===== src/design/csvs_pkg.sv =====
package csvs_pkg;

    localparam int CNT_W = 7;
    localparam logic [7:0] QUOTE_BYTE = 8'h22;
    localparam logic [7:0] DELIM_RESET = 8'd44;

    typedef enum logic [2:0]
    {
        CMD_NONE,
        CMD_STORE,
        CMD_TEXT,
        CMD_OVF,
        CMD_END
    } cmd_kind_t;

    // count: flush length for text, store slot for whitespace
    typedef struct packed
    {
        cmd_kind_t        kind;
        logic [7:0]       data;
        logic [CNT_W-1:0] count;
        logic             eol;
    } cmd_t;

    function automatic logic is_space(input logic [7:0] c);
        return ((c >= 8'h09) && (c <= 8'h0D)) || (c == 8'h20);
    endfunction

endpackage


===== src/design/csvs_if.sv =====
interface csv_in_if;
    logic       valid;
    logic       ready;
    logic [7:0] in_byte;
    logic       in_byte_valid;
    logic       end_of_line;

    modport source (output valid, in_byte, in_byte_valid, end_of_line, input ready);
    modport sink (input valid, in_byte, in_byte_valid, end_of_line, output ready);
endinterface

interface csv_out_if;
    logic       valid;
    logic       ready;
    logic [7:0] out_byte;
    logic       out_byte_valid;
    logic       field_done;
    logic       line_done;
    logic       space_overflow;
    logic       last_result;

    modport source
    (
        output valid, out_byte, out_byte_valid, field_done, line_done, space_overflow,
        last_result,
        input ready
    );
    modport sink
    (
        input valid, out_byte, out_byte_valid, field_done, line_done, space_overflow,
        last_result,
        output ready
    );
endinterface

interface csv_cfg_if;
    logic       valid;
    logic       ready;
    logic [7:0] data;

    modport source (output valid, data, input ready);
    modport sink (input valid, data, output ready);
endinterface


===== src/design/csvs_front.sv =====
module csvs_front
    import csvs_pkg::*;
#(
    parameter int SPACE_DEPTH = 16
)
(
    input  logic      clk,
    input  logic      rst_n,
    csv_in_if.sink    line,
    csv_cfg_if.sink   cfg,
    output cmd_t      cmd,
    output logic      cmd_valid,
    input  logic      cmd_ready
);

    localparam int CW = $clog2(SPACE_DEPTH + 1);

    logic [7:0]    delimiter_reg;
    logic          iq_reg, iq_next;
    logic          qw_reg, qw_next;
    logic          fht_reg, fht_next;
    logic [CW-1:0] cnt_reg, cnt_next;
    cmd_kind_t     kind;
    logic          plain;
    logic          accept;
    logic [7:0]    c;

    assign c = line.in_byte;
    assign line.ready = cmd_ready;
    assign cfg.ready = 1'b1;
    assign accept = line.valid && line.ready;

    always_comb
    begin
        iq_next = iq_reg;
        qw_next = qw_reg;
        fht_next = fht_reg;
        cnt_next = cnt_reg;
        kind = CMD_NONE;
        plain = 1'b0;
        if (line.in_byte_valid)
        begin
            if (qw_reg)
            begin
                qw_next = 1'b0;
                if (c == QUOTE_BYTE)
                begin
                    kind = CMD_TEXT;
                end
                else
                begin
                    iq_next = 1'b0;
                    plain = 1'b1;
                end
            end
            else
            begin
                plain = 1'b1;
            end
            if (plain)
            begin
                if (c == QUOTE_BYTE)
                begin
                    if (iq_next)
                    begin
                        qw_next = 1'b1;
                    end
                    else
                    begin
                        iq_next = 1'b1;
                    end
                end
                else if ((c == delimiter_reg) && !iq_next)
                begin
                    kind = CMD_END;
                end
                else if (is_space(c))
                begin
                    if (fht_reg)
                    begin
                        if (cnt_reg < CW'(SPACE_DEPTH))
                        begin
                            kind = CMD_STORE;
                        end
                        else
                        begin
                            kind = CMD_OVF;
                        end
                    end
                end
                else
                begin
                    kind = CMD_TEXT;
                end
            end
        end
        case (kind)
            CMD_TEXT:
            begin
                fht_next = 1'b1;
                cnt_next = '0;
            end
            CMD_END:
            begin
                fht_next = 1'b0;
                cnt_next = '0;
            end
            CMD_STORE:
            begin
                cnt_next = cnt_reg + 1'b1;
            end
            default:
            begin
                cnt_next = cnt_reg;
            end
        endcase
        if (line.end_of_line)
        begin
            qw_next = 1'b0;
            fht_next = 1'b0;
            cnt_next = '0;
            iq_next = 1'b0;
        end
    end

    assign cmd.kind = kind;
    assign cmd.data = c;
    assign cmd.count = CNT_W'(cnt_reg);
    assign cmd.eol = line.end_of_line;
    assign cmd_valid = accept && ((kind != CMD_NONE) || line.end_of_line);

    always_ff @(posedge clk or negedge rst_n)
    begin
        if (!rst_n)
        begin
            delimiter_reg <= DELIM_RESET;
            iq_reg <= 1'b0;
            qw_reg <= 1'b0;
            fht_reg <= 1'b0;
            cnt_reg <= '0;
        end
        else
        begin
            if (cfg.valid)
            begin
                delimiter_reg <= cfg.data;
            end
            if (accept)
            begin
                iq_reg <= iq_next;
                qw_reg <= qw_next;
                fht_reg <= fht_next;
                cnt_reg <= cnt_next;
            end
        end
    end

endmodule


===== src/design/csvs_queue.sv =====
module csvs_queue
    import csvs_pkg::*;
(
    input  logic clk,
    input  logic rst_n,
    input  cmd_t push_cmd,
    input  logic push_valid,
    output logic push_ready,
    output cmd_t head,
    output logic head_valid,
    input  logic pop
)
;

    cmd_t       q_reg [2];
    logic       wr_ptr_reg;
    logic       rd_ptr_reg;
    logic [1:0] count_reg;
    logic       do_push;
    logic       do_pop;

    assign push_ready = (count_reg != 2'd2);
    assign head_valid = (count_reg != 2'd0);
    assign head = q_reg[rd_ptr_reg];
    assign do_push = push_valid && push_ready;
    assign do_pop = pop && head_valid;

    always_ff @(posedge clk)
    begin
        if (do_push)
        begin
            q_reg[wr_ptr_reg] <= push_cmd;
        end
    end

    always_ff @(posedge clk or negedge rst_n)
    begin
        if (!rst_n)
        begin
            wr_ptr_reg <= 1'b0;
            rd_ptr_reg <= 1'b0;
            count_reg <= 2'd0;
        end
        else
        begin
            if (do_push)
            begin
                wr_ptr_reg <= ~wr_ptr_reg;
            end
            if (do_pop)
            begin
                rd_ptr_reg <= ~rd_ptr_reg;
            end
            case ({do_push, do_pop})
                2'b10:   count_reg <= count_reg + 2'd1;
                2'b01:   count_reg <= count_reg - 2'd1;
                default: count_reg <= count_reg;
            endcase
        end
    end

endmodule


===== src/design/csvs_back.sv =====
module csvs_back
    import csvs_pkg::*;
#(
    parameter int SPACE_DEPTH = 16
)
(
    input  logic       clk,
    input  logic       rst_n,
    input  cmd_t       head,
    input  logic       head_valid,
    output logic       pop,
    csv_out_if.source  fields
);

    localparam int CW = $clog2(SPACE_DEPTH + 1);
    localparam int AW = (SPACE_DEPTH > 1) ? $clog2(SPACE_DEPTH) : 1;

    typedef enum logic [2:0]
    {
        B_IDLE,
        B_READ,
        B_FLUSH,
        B_MAIN,
        B_EOL
    } state_t;

    state_t        state_reg;
    cmd_t          cmd_reg;
    logic [CW-1:0] idx_reg;
    logic [CW-1:0] idx_inc;
    logic [7:0]    mem [SPACE_DEPTH];
    logic [7:0]    rd_data_reg;
    logic          out_valid_reg;
    logic [7:0]    out_byte_reg;
    logic          obv_reg;
    logic          fd_reg;
    logic          ld_reg;
    logic          ovf_reg;
    logic          last_reg;
    logic          can_emit;
    logic          emit_now;

    assign can_emit = !out_valid_reg || fields.ready;
    assign emit_now = can_emit && ((state_reg == B_FLUSH) || (state_reg == B_MAIN) ||
                                   (state_reg == B_EOL));
    assign pop = (state_reg == B_IDLE) && head_valid;
    assign idx_inc = idx_reg + 1'b1;

    assign fields.valid = out_valid_reg;
    assign fields.out_byte = out_byte_reg;
    assign fields.out_byte_valid = obv_reg;
    assign fields.field_done = fd_reg;
    assign fields.line_done = ld_reg;
    assign fields.space_overflow = ovf_reg;
    assign fields.last_result = last_reg;

    // held whitespace store
    always_ff @(posedge clk)
    begin
        if (pop && (head.kind == CMD_STORE))
        begin
            mem[head.count[AW-1:0]] <= head.data;
        end
        rd_data_reg <= mem[idx_reg[AW-1:0]];
    end

    always_ff @(posedge clk or negedge rst_n)
    begin
        if (!rst_n)
        begin
            state_reg <= B_IDLE;
            cmd_reg <= '0;
            idx_reg <= '0;
            out_valid_reg <= 1'b0;
            out_byte_reg <= '0;
            obv_reg <= 1'b0;
            fd_reg <= 1'b0;
            ld_reg <= 1'b0;
            ovf_reg <= 1'b0;
            last_reg <= 1'b0;
        end
        else
        begin
            if (emit_now)
            begin
                out_valid_reg <= 1'b1;
            end
            else if (out_valid_reg && fields.ready)
            begin
                out_valid_reg <= 1'b0;
            end
            case (state_reg)
                B_IDLE:
                begin
                    if (head_valid)
                    begin
                        cmd_reg <= head;
                        idx_reg <= '0;
                        case (head.kind)
                            CMD_TEXT:
                            begin
                                state_reg <= (head.count != '0) ? B_READ : B_MAIN;
                            end
                            CMD_OVF, CMD_END:
                            begin
                                state_reg <= B_MAIN;
                            end
                            default:
                            begin
                                state_reg <= head.eol ? B_EOL : B_IDLE;
                            end
                        endcase
                    end
                end
                B_READ:
                begin
                    state_reg <= B_FLUSH;
                end
                B_FLUSH:
                begin
                    if (can_emit)
                    begin
                        out_byte_reg <= rd_data_reg;
                        obv_reg <= 1'b1;
                        fd_reg <= 1'b0;
                        ld_reg <= 1'b0;
                        ovf_reg <= 1'b0;
                        last_reg <= 1'b0;
                        idx_reg <= idx_inc;
                        state_reg <= (idx_inc == cmd_reg.count[CW-1:0]) ? B_MAIN : B_READ;
                    end
                end
                B_MAIN:
                begin
                    if (can_emit)
                    begin
                        out_byte_reg <= (cmd_reg.kind == CMD_TEXT) ? cmd_reg.data : 8'd0;
                        obv_reg <= (cmd_reg.kind == CMD_TEXT);
                        fd_reg <= (cmd_reg.kind == CMD_END);
                        ld_reg <= 1'b0;
                        ovf_reg <= (cmd_reg.kind == CMD_OVF);
                        last_reg <= !cmd_reg.eol;
                        state_reg <= cmd_reg.eol ? B_EOL : B_IDLE;
                    end
                end
                B_EOL:
                begin
                    if (can_emit)
                    begin
                        out_byte_reg <= 8'd0;
                        obv_reg <= 1'b0;
                        fd_reg <= 1'b1;
                        ld_reg <= 1'b1;
                        ovf_reg <= 1'b0;
                        last_reg <= 1'b1;
                        state_reg <= B_IDLE;
                    end
                end
                default:
                begin
                    state_reg <= B_IDLE;
                end
            endcase
        end
    end

endmodule


===== src/design/csv_line_field_splitter_top.sv =====
// channel  | dir | payload                                                  | handshake
// line     | in  | in_byte, in_byte_valid, end_of_line                      | valid/ready
// fields   | out | out_byte, out_byte_valid, field_done, line_done,          | valid/ready
//          |     | space_overflow, last_result                              |
// cfg      | in  | data (delimiter)                                         | valid/ready
//
// a byte that yields one result passes the back end states B_IDLE and B_MAIN; each
// held whitespace byte flushed ahead of text adds B_READ and B_FLUSH (store read is
// registered), a line end adds B_EOL; items that make no command never reach the queue
// a two-entry command queue lets the front end keep taking bytes while results stall
// reset is asynchronous active low; delimiter comes out of reset as a comma
module csv_line_field_splitter_top
    import csvs_pkg::*;
#(
    parameter int SPACE_DEPTH = 16
)
(
    input  logic      clk,
    input  logic      rst_n,
    csv_in_if.sink    line,
    csv_cfg_if.sink   cfg,
    csv_out_if.source fields
);

    cmd_t push_cmd;
    logic push_valid;
    logic push_ready;
    cmd_t head;
    logic head_valid;
    logic pop;

    csvs_front #(
        .SPACE_DEPTH(SPACE_DEPTH)
    ) u_front (
        .clk       (clk),
        .rst_n     (rst_n),
        .line      (line),
        .cfg       (cfg),
        .cmd       (push_cmd),
        .cmd_valid (push_valid),
        .cmd_ready (push_ready)
    );

    csvs_queue u_queue (
        .clk        (clk),
        .rst_n      (rst_n),
        .push_cmd   (push_cmd),
        .push_valid (push_valid),
        .push_ready (push_ready),
        .head       (head),
        .head_valid (head_valid),
        .pop        (pop)
    );

    csvs_back #(
        .SPACE_DEPTH(SPACE_DEPTH)
    ) u_back (
        .clk        (clk),
        .rst_n      (rst_n),
        .head       (head),
        .head_valid (head_valid),
        .pop        (pop),
        .fields     (fields)
    );

endmodule


===== src/flat_wrapper.sv =====
// flat-port wrapper written by rule: the top's interface ports become plain ports
module csv_line_field_splitter_top_flat import csvs_pkg::*;
#(
    parameter int SPACE_DEPTH = 16
)
  (clk, rst_n, line_valid, line_in_byte, line_in_byte_valid, line_end_of_line, line_ready, cfg_valid, cfg_data, cfg_ready, fields_valid, fields_out_byte, fields_out_byte_valid, fields_field_done, fields_line_done, fields_space_overflow, fields_last_result, fields_ready);
  csv_in_if line_i ();
  csv_cfg_if cfg_i ();
  csv_out_if fields_i ();
  input  logic clk;
  input  logic rst_n;
  input wire logic [$bits(line_i.valid)-1:0] line_valid;
  input wire logic [$bits(line_i.in_byte)-1:0] line_in_byte;
  input wire logic [$bits(line_i.in_byte_valid)-1:0] line_in_byte_valid;
  input wire logic [$bits(line_i.end_of_line)-1:0] line_end_of_line;
  output wire logic [$bits(line_i.ready)-1:0] line_ready;
  input wire logic [$bits(cfg_i.valid)-1:0] cfg_valid;
  input wire logic [$bits(cfg_i.data)-1:0] cfg_data;
  output wire logic [$bits(cfg_i.ready)-1:0] cfg_ready;
  output wire logic [$bits(fields_i.valid)-1:0] fields_valid;
  output wire logic [$bits(fields_i.out_byte)-1:0] fields_out_byte;
  output wire logic [$bits(fields_i.out_byte_valid)-1:0] fields_out_byte_valid;
  output wire logic [$bits(fields_i.field_done)-1:0] fields_field_done;
  output wire logic [$bits(fields_i.line_done)-1:0] fields_line_done;
  output wire logic [$bits(fields_i.space_overflow)-1:0] fields_space_overflow;
  output wire logic [$bits(fields_i.last_result)-1:0] fields_last_result;
  input wire logic [$bits(fields_i.ready)-1:0] fields_ready;
  assign line_i.valid = line_valid;
  assign line_i.in_byte = line_in_byte;
  assign line_i.in_byte_valid = line_in_byte_valid;
  assign line_i.end_of_line = line_end_of_line;
  assign line_ready = line_i.ready;
  assign cfg_i.valid = cfg_valid;
  assign cfg_i.data = cfg_data;
  assign cfg_ready = cfg_i.ready;
  assign fields_valid = fields_i.valid;
  assign fields_out_byte = fields_i.out_byte;
  assign fields_out_byte_valid = fields_i.out_byte_valid;
  assign fields_field_done = fields_i.field_done;
  assign fields_line_done = fields_i.line_done;
  assign fields_space_overflow = fields_i.space_overflow;
  assign fields_last_result = fields_i.last_result;
  assign fields_i.ready = fields_ready;
  csv_line_field_splitter_top #(.SPACE_DEPTH(SPACE_DEPTH)) u_core (.clk(clk), .rst_n(rst_n), .line(line_i), .cfg(cfg_i), .fields(fields_i));
endmodule

===== config.mk =====
export PLATFORM = sky130hd
export DESIGN_NAME = csv_line_field_splitter_top_flat
export DESIGN_NICKNAME = d
export VERILOG_FILES = /design/src/design/csvs_pkg.sv /design/src/design/csvs_if.sv /design/src/design/csvs_front.sv /design/src/design/csvs_queue.sv /design/src/design/csvs_back.sv /design/src/design/csv_line_field_splitter_top.sv /design/src/flat_wrapper.sv
export SDC_FILE = /design/constraint.sdc
export NUM_CORES = 1
export LEC_CHECK = 0
export BUFFER_PORTS_ARGS = -buffer_cell sky130_fd_sc_hd__buf_2
export CAP_MARGIN = 20
export CORE_ASPECT_RATIO = 0.7
export CORE_MARGIN = 2
export CORE_UTILIZATION = 33
export CTS_BUF_LIST = sky130_fd_sc_hd__clkbuf_8
export CTS_CLUSTER_SIZE = 12
export DETAILED_ROUTE_END_ITERATION = 10
export SKIP_LAST_GASP = 1
export SYNTH_ARGS = -nofsm -noshare
export SYNTH_HDL_FRONTEND = slang
export SYNTH_SLANG_ARGS = --single-unit

===== constraint.sdc =====
create_clock -name clk -period 2.8 [get_ports clk]
set_clock_uncertainty 0.05 [all_clocks]
set_input_delay 0 -clock clk [delete_from_list [all_inputs] [get_ports clk]]
set_output_delay 0 -clock clk [all_outputs]
set_load 0.05 [all_outputs]

==> summary.txt <==
Critical path
  • Worst stage delay on the critical path: 450 ps
  • Worst Setup Start Kind: flip-flop
  • Setup crit end kind: flip-flop
  • Worst Path Arrival: 2660 ps
  • Crit-path cells: or2b_2 > a21boi_1 > a221oi_2 > o21ai_0 > nor2_1 > buf_4
  • CP top delay family: compound AO/OA/AOI/OAI gates
  • Critical Path Slowest Stage Cell: dfrtp_1
  • Crit Path Max Fanout: 17
  • WP buf/inv: 1
  • CP Data Required Time: just under 3000 ps
  • Setup CP Type: reg -> reg
  • Worst reg2reg startpoint: u_core.u_front.qw_reg
  • Worst Setup SP: u_core.u_front.qw_reg
  • R2r setup slk: 270 ps

Place
  • DP Wirelength: 13600 microns
  • PortBufs: 37
  • Placer Congestion: 0.863

Logic synthesis
  • Sequential area share after synthesis: 70.0%
  • Syn Nets: 591
  • Post-synth EDFFs: between 150 and 200
  • Largest family of logic cells by synthesized area: multiplexers
  • Avg Cell Area, Syn: 16.5 sq um
  • Synth Area in Simple Gates: 6.69%
  • Adder-Cell Fraction of Synth Area: less than 1%
  • Synth Area in Compound Gates: between 5 and 6%
  • Mux cell area share after synthesis: 13.5%
  • Cell variety after synth: 60
  • Fraction of registers with async set/reset: about a quarter
  • Synth Instances: 565
  • Post-Syn Area: 0.00930 sq mm
  • Post-synthesis xor/xnor area fraction: 1.98%
  • YS warnings: 0
  • Main synth FF type: edfxtp_1
  • FF+latch count, synth: 229

Clocking
  • CTS tree: built
  • H-tree lvl count: 2
  • Clk Latency, worst-skew pair: 520 ps
  • Longest Clk Path Bufs: 3
  • Num CTS Buffers: 34
  • CTS root buffer: clkbuf_8
  • Clock sinks: 229
  • Post-CTS Resized: 0
  • CTS clk-pin slew, worst paths: 70 ps

Floorplanning
  • Core ar.: 0.0278 sq mm
  • Die X: 205 microns
  • Row Count: 51
  • Die area: around 0.030 sq mm
  • I/O Pins: 39
  • Die Y: 144 microns
  • Initial core utilization: about a third

Flow run
  • Max cap viols: 0

Outcome
  • Status: finished clean

Cells and area
  • P&R area growth vs syn: 18.5%
  • ANT cells: 0
  • Most common cell after layout, fill and taps aside: edfxtp_1
  • Share of cells above drive strength 1: 26.5%
  • Nets: 701
  • Most frequent cells in the layout: edfxtp_1 (162), dfrtp_1 (55), nor2_1 (41)
  • Largest register FFs: 128

GRT
  • Vias in the first global route: 5397
  • Largest net degree at the start of global routing: 35
  • Antenna violations before repair: 0
  • GR Overflow Total: 0
  • Tot GR Track Use: 14.4%
  • First-pass GRT wire length: 31900 microns

Timing
  • Fin crit period: 2530 ps
  • Worst-Margin Slew: 745 ps
  • Fin Setup TNS: 0 ps
  • Hold slack: 196 ps
  • Slew headroom: 50.2%
  • Fmax: 396 MHz
  • RSZ-0062 raised after global routing: no
  • Final Hold Viols: 0
  • Period utilisation layout: 90.2%
  • Fin. max-slew vios: 0
  • Final setup fails: 0

Detailed routing
  • DRT iter0 DRCs: 460
  • DRC: 0
  • Final wirelength: 20700 microns
  • DRT antenna net count: 0
  • Vias/cell: between 4 and 5
  • Routed len/inst: 19.3 microns
  • Via count of the routed design: 5317
  • Drt first pass iters: 5

Hold path
  • Hold Path Class: in -> reg
  • Hold Path Origin: line_in_byte[6]

Power
  • Pleak: 3.94 nW
  • Power per Cell Area: 917 mW/mm^2
  • Final Power: 10.1 mW
  • Worst VDD drop: 0.000349 V
## metal layers
metal  share of wire (%)  GRT usage (%)  vias to the layer above
met1                  49           21.8                     2668
met4                 1.0           3.09                        0
met3                 6.3           3.18                       25
met5                   0              0                        -
met2                  43           21.1                      211
li1                    -              -                     2413
## per-stage QoR
step	cells	instance area, sq um	setup WS (ps)	util [%]
3_5_place_dp	977	10100	347	36.3
2_1_floorplan	565	9300	125	-
3_3_place_gp	977	10100	379	36.3
4_1_cts	1071	11000	320	39.6
5_1_grt	1072	11000	79.8	39.7
6_report	1072	11000	274	39.7
## cell families (layout without fill, tap and decap cells)
| group | count (synthesis) | count (layout) |
|---|---|---|
| DFF | 229 | 229 |
| and+or+nand+nor | 124 | 124 |
| AOI/OAI and AO/OA | 84 | 84 |
| muxes | 72 | 72 |
| buffers and inverters | 31 | 167 |
| xor gates and xnor gates | 21 | 21 |
| adders and majority gates | 3 | 3 |
| other | 1 | 1 |
## report_power, final
group          switching, mW  internal, mW  leakage [nW]  total (mW)
registers              0.327          4.35          2.25        4.68
clock network           1.22          1.22         0.370        2.44
logic                   1.85          1.13          1.32        2.99
total                   3.40          6.70          3.94        10.1
## Yosys cell counts (6+ instances only)
master / n / area (sq um)
mux2i_1: 8 / 80.1
nand4_1: 7 / 43.8
xnor2_1: 17 / 149
clkbuf_1: 13 / 48.8
nand2_1: 32 / 120
dfxtp_1: 8 / 160
nor2_1: 42 / 158
inv_1: 6 / 22.5
mux4_2: 40 / 901
dfrtp_1: 56 / 1400
mux2_2: 24 / 270
edfxtp_1: 162 / 4860
nor3_1: 8 / 40.0
a22oi_1: 11 / 82.6
nand3_1: 7 / 35.0
o21ai_0: 24 / 120
a21oi_1: 19 / 95.1
buf_2: 7 / 35.0
## repair_timing
| item | 4_1_cts | 5_1_grt |
|---|---|---|
| setup buffers | 0 | 0 |
| endpoints found under the hold margin | 64 | 0 |
| hold buffers | 32 | 0 |
## worst paths after layout
path	endpoint	cells past startpoint
min	u_core.u_queue.q_reg[0][12]	2
max	u_core.u_queue.q_reg[0][10]	6
min reg2reg	u_core.u_back.fields.out_byte[4]	2
min in group asynchronous	u_core.u_front.delimiter_reg[3]	3
max in group asynchronous	u_core.u_queue.rd_ptr_reg	5
max reg2reg	u_core.u_queue.q_reg[0][10]	6
## final cells by class
cell class                 instances  area (sq um)
clock buffer                      37           509
clock inverter                    25          96.3
fill                            2543         16700
inverter                           6          22.5
multi-input combinational        305          2660
sequential                       229          6510
tap                              371           464
timing repair buffer              99           763
## worst register-to-register path, cell delays in order (launching register included)
cell      delay [ps]
dfrtp_1          450
or2b_2           360
a21boi_1         170
a221oi_2         390
o21ai_0          320
nor2_1           160
buf_4            270
No activity file was read; power rests on OpenSTA's default activity.
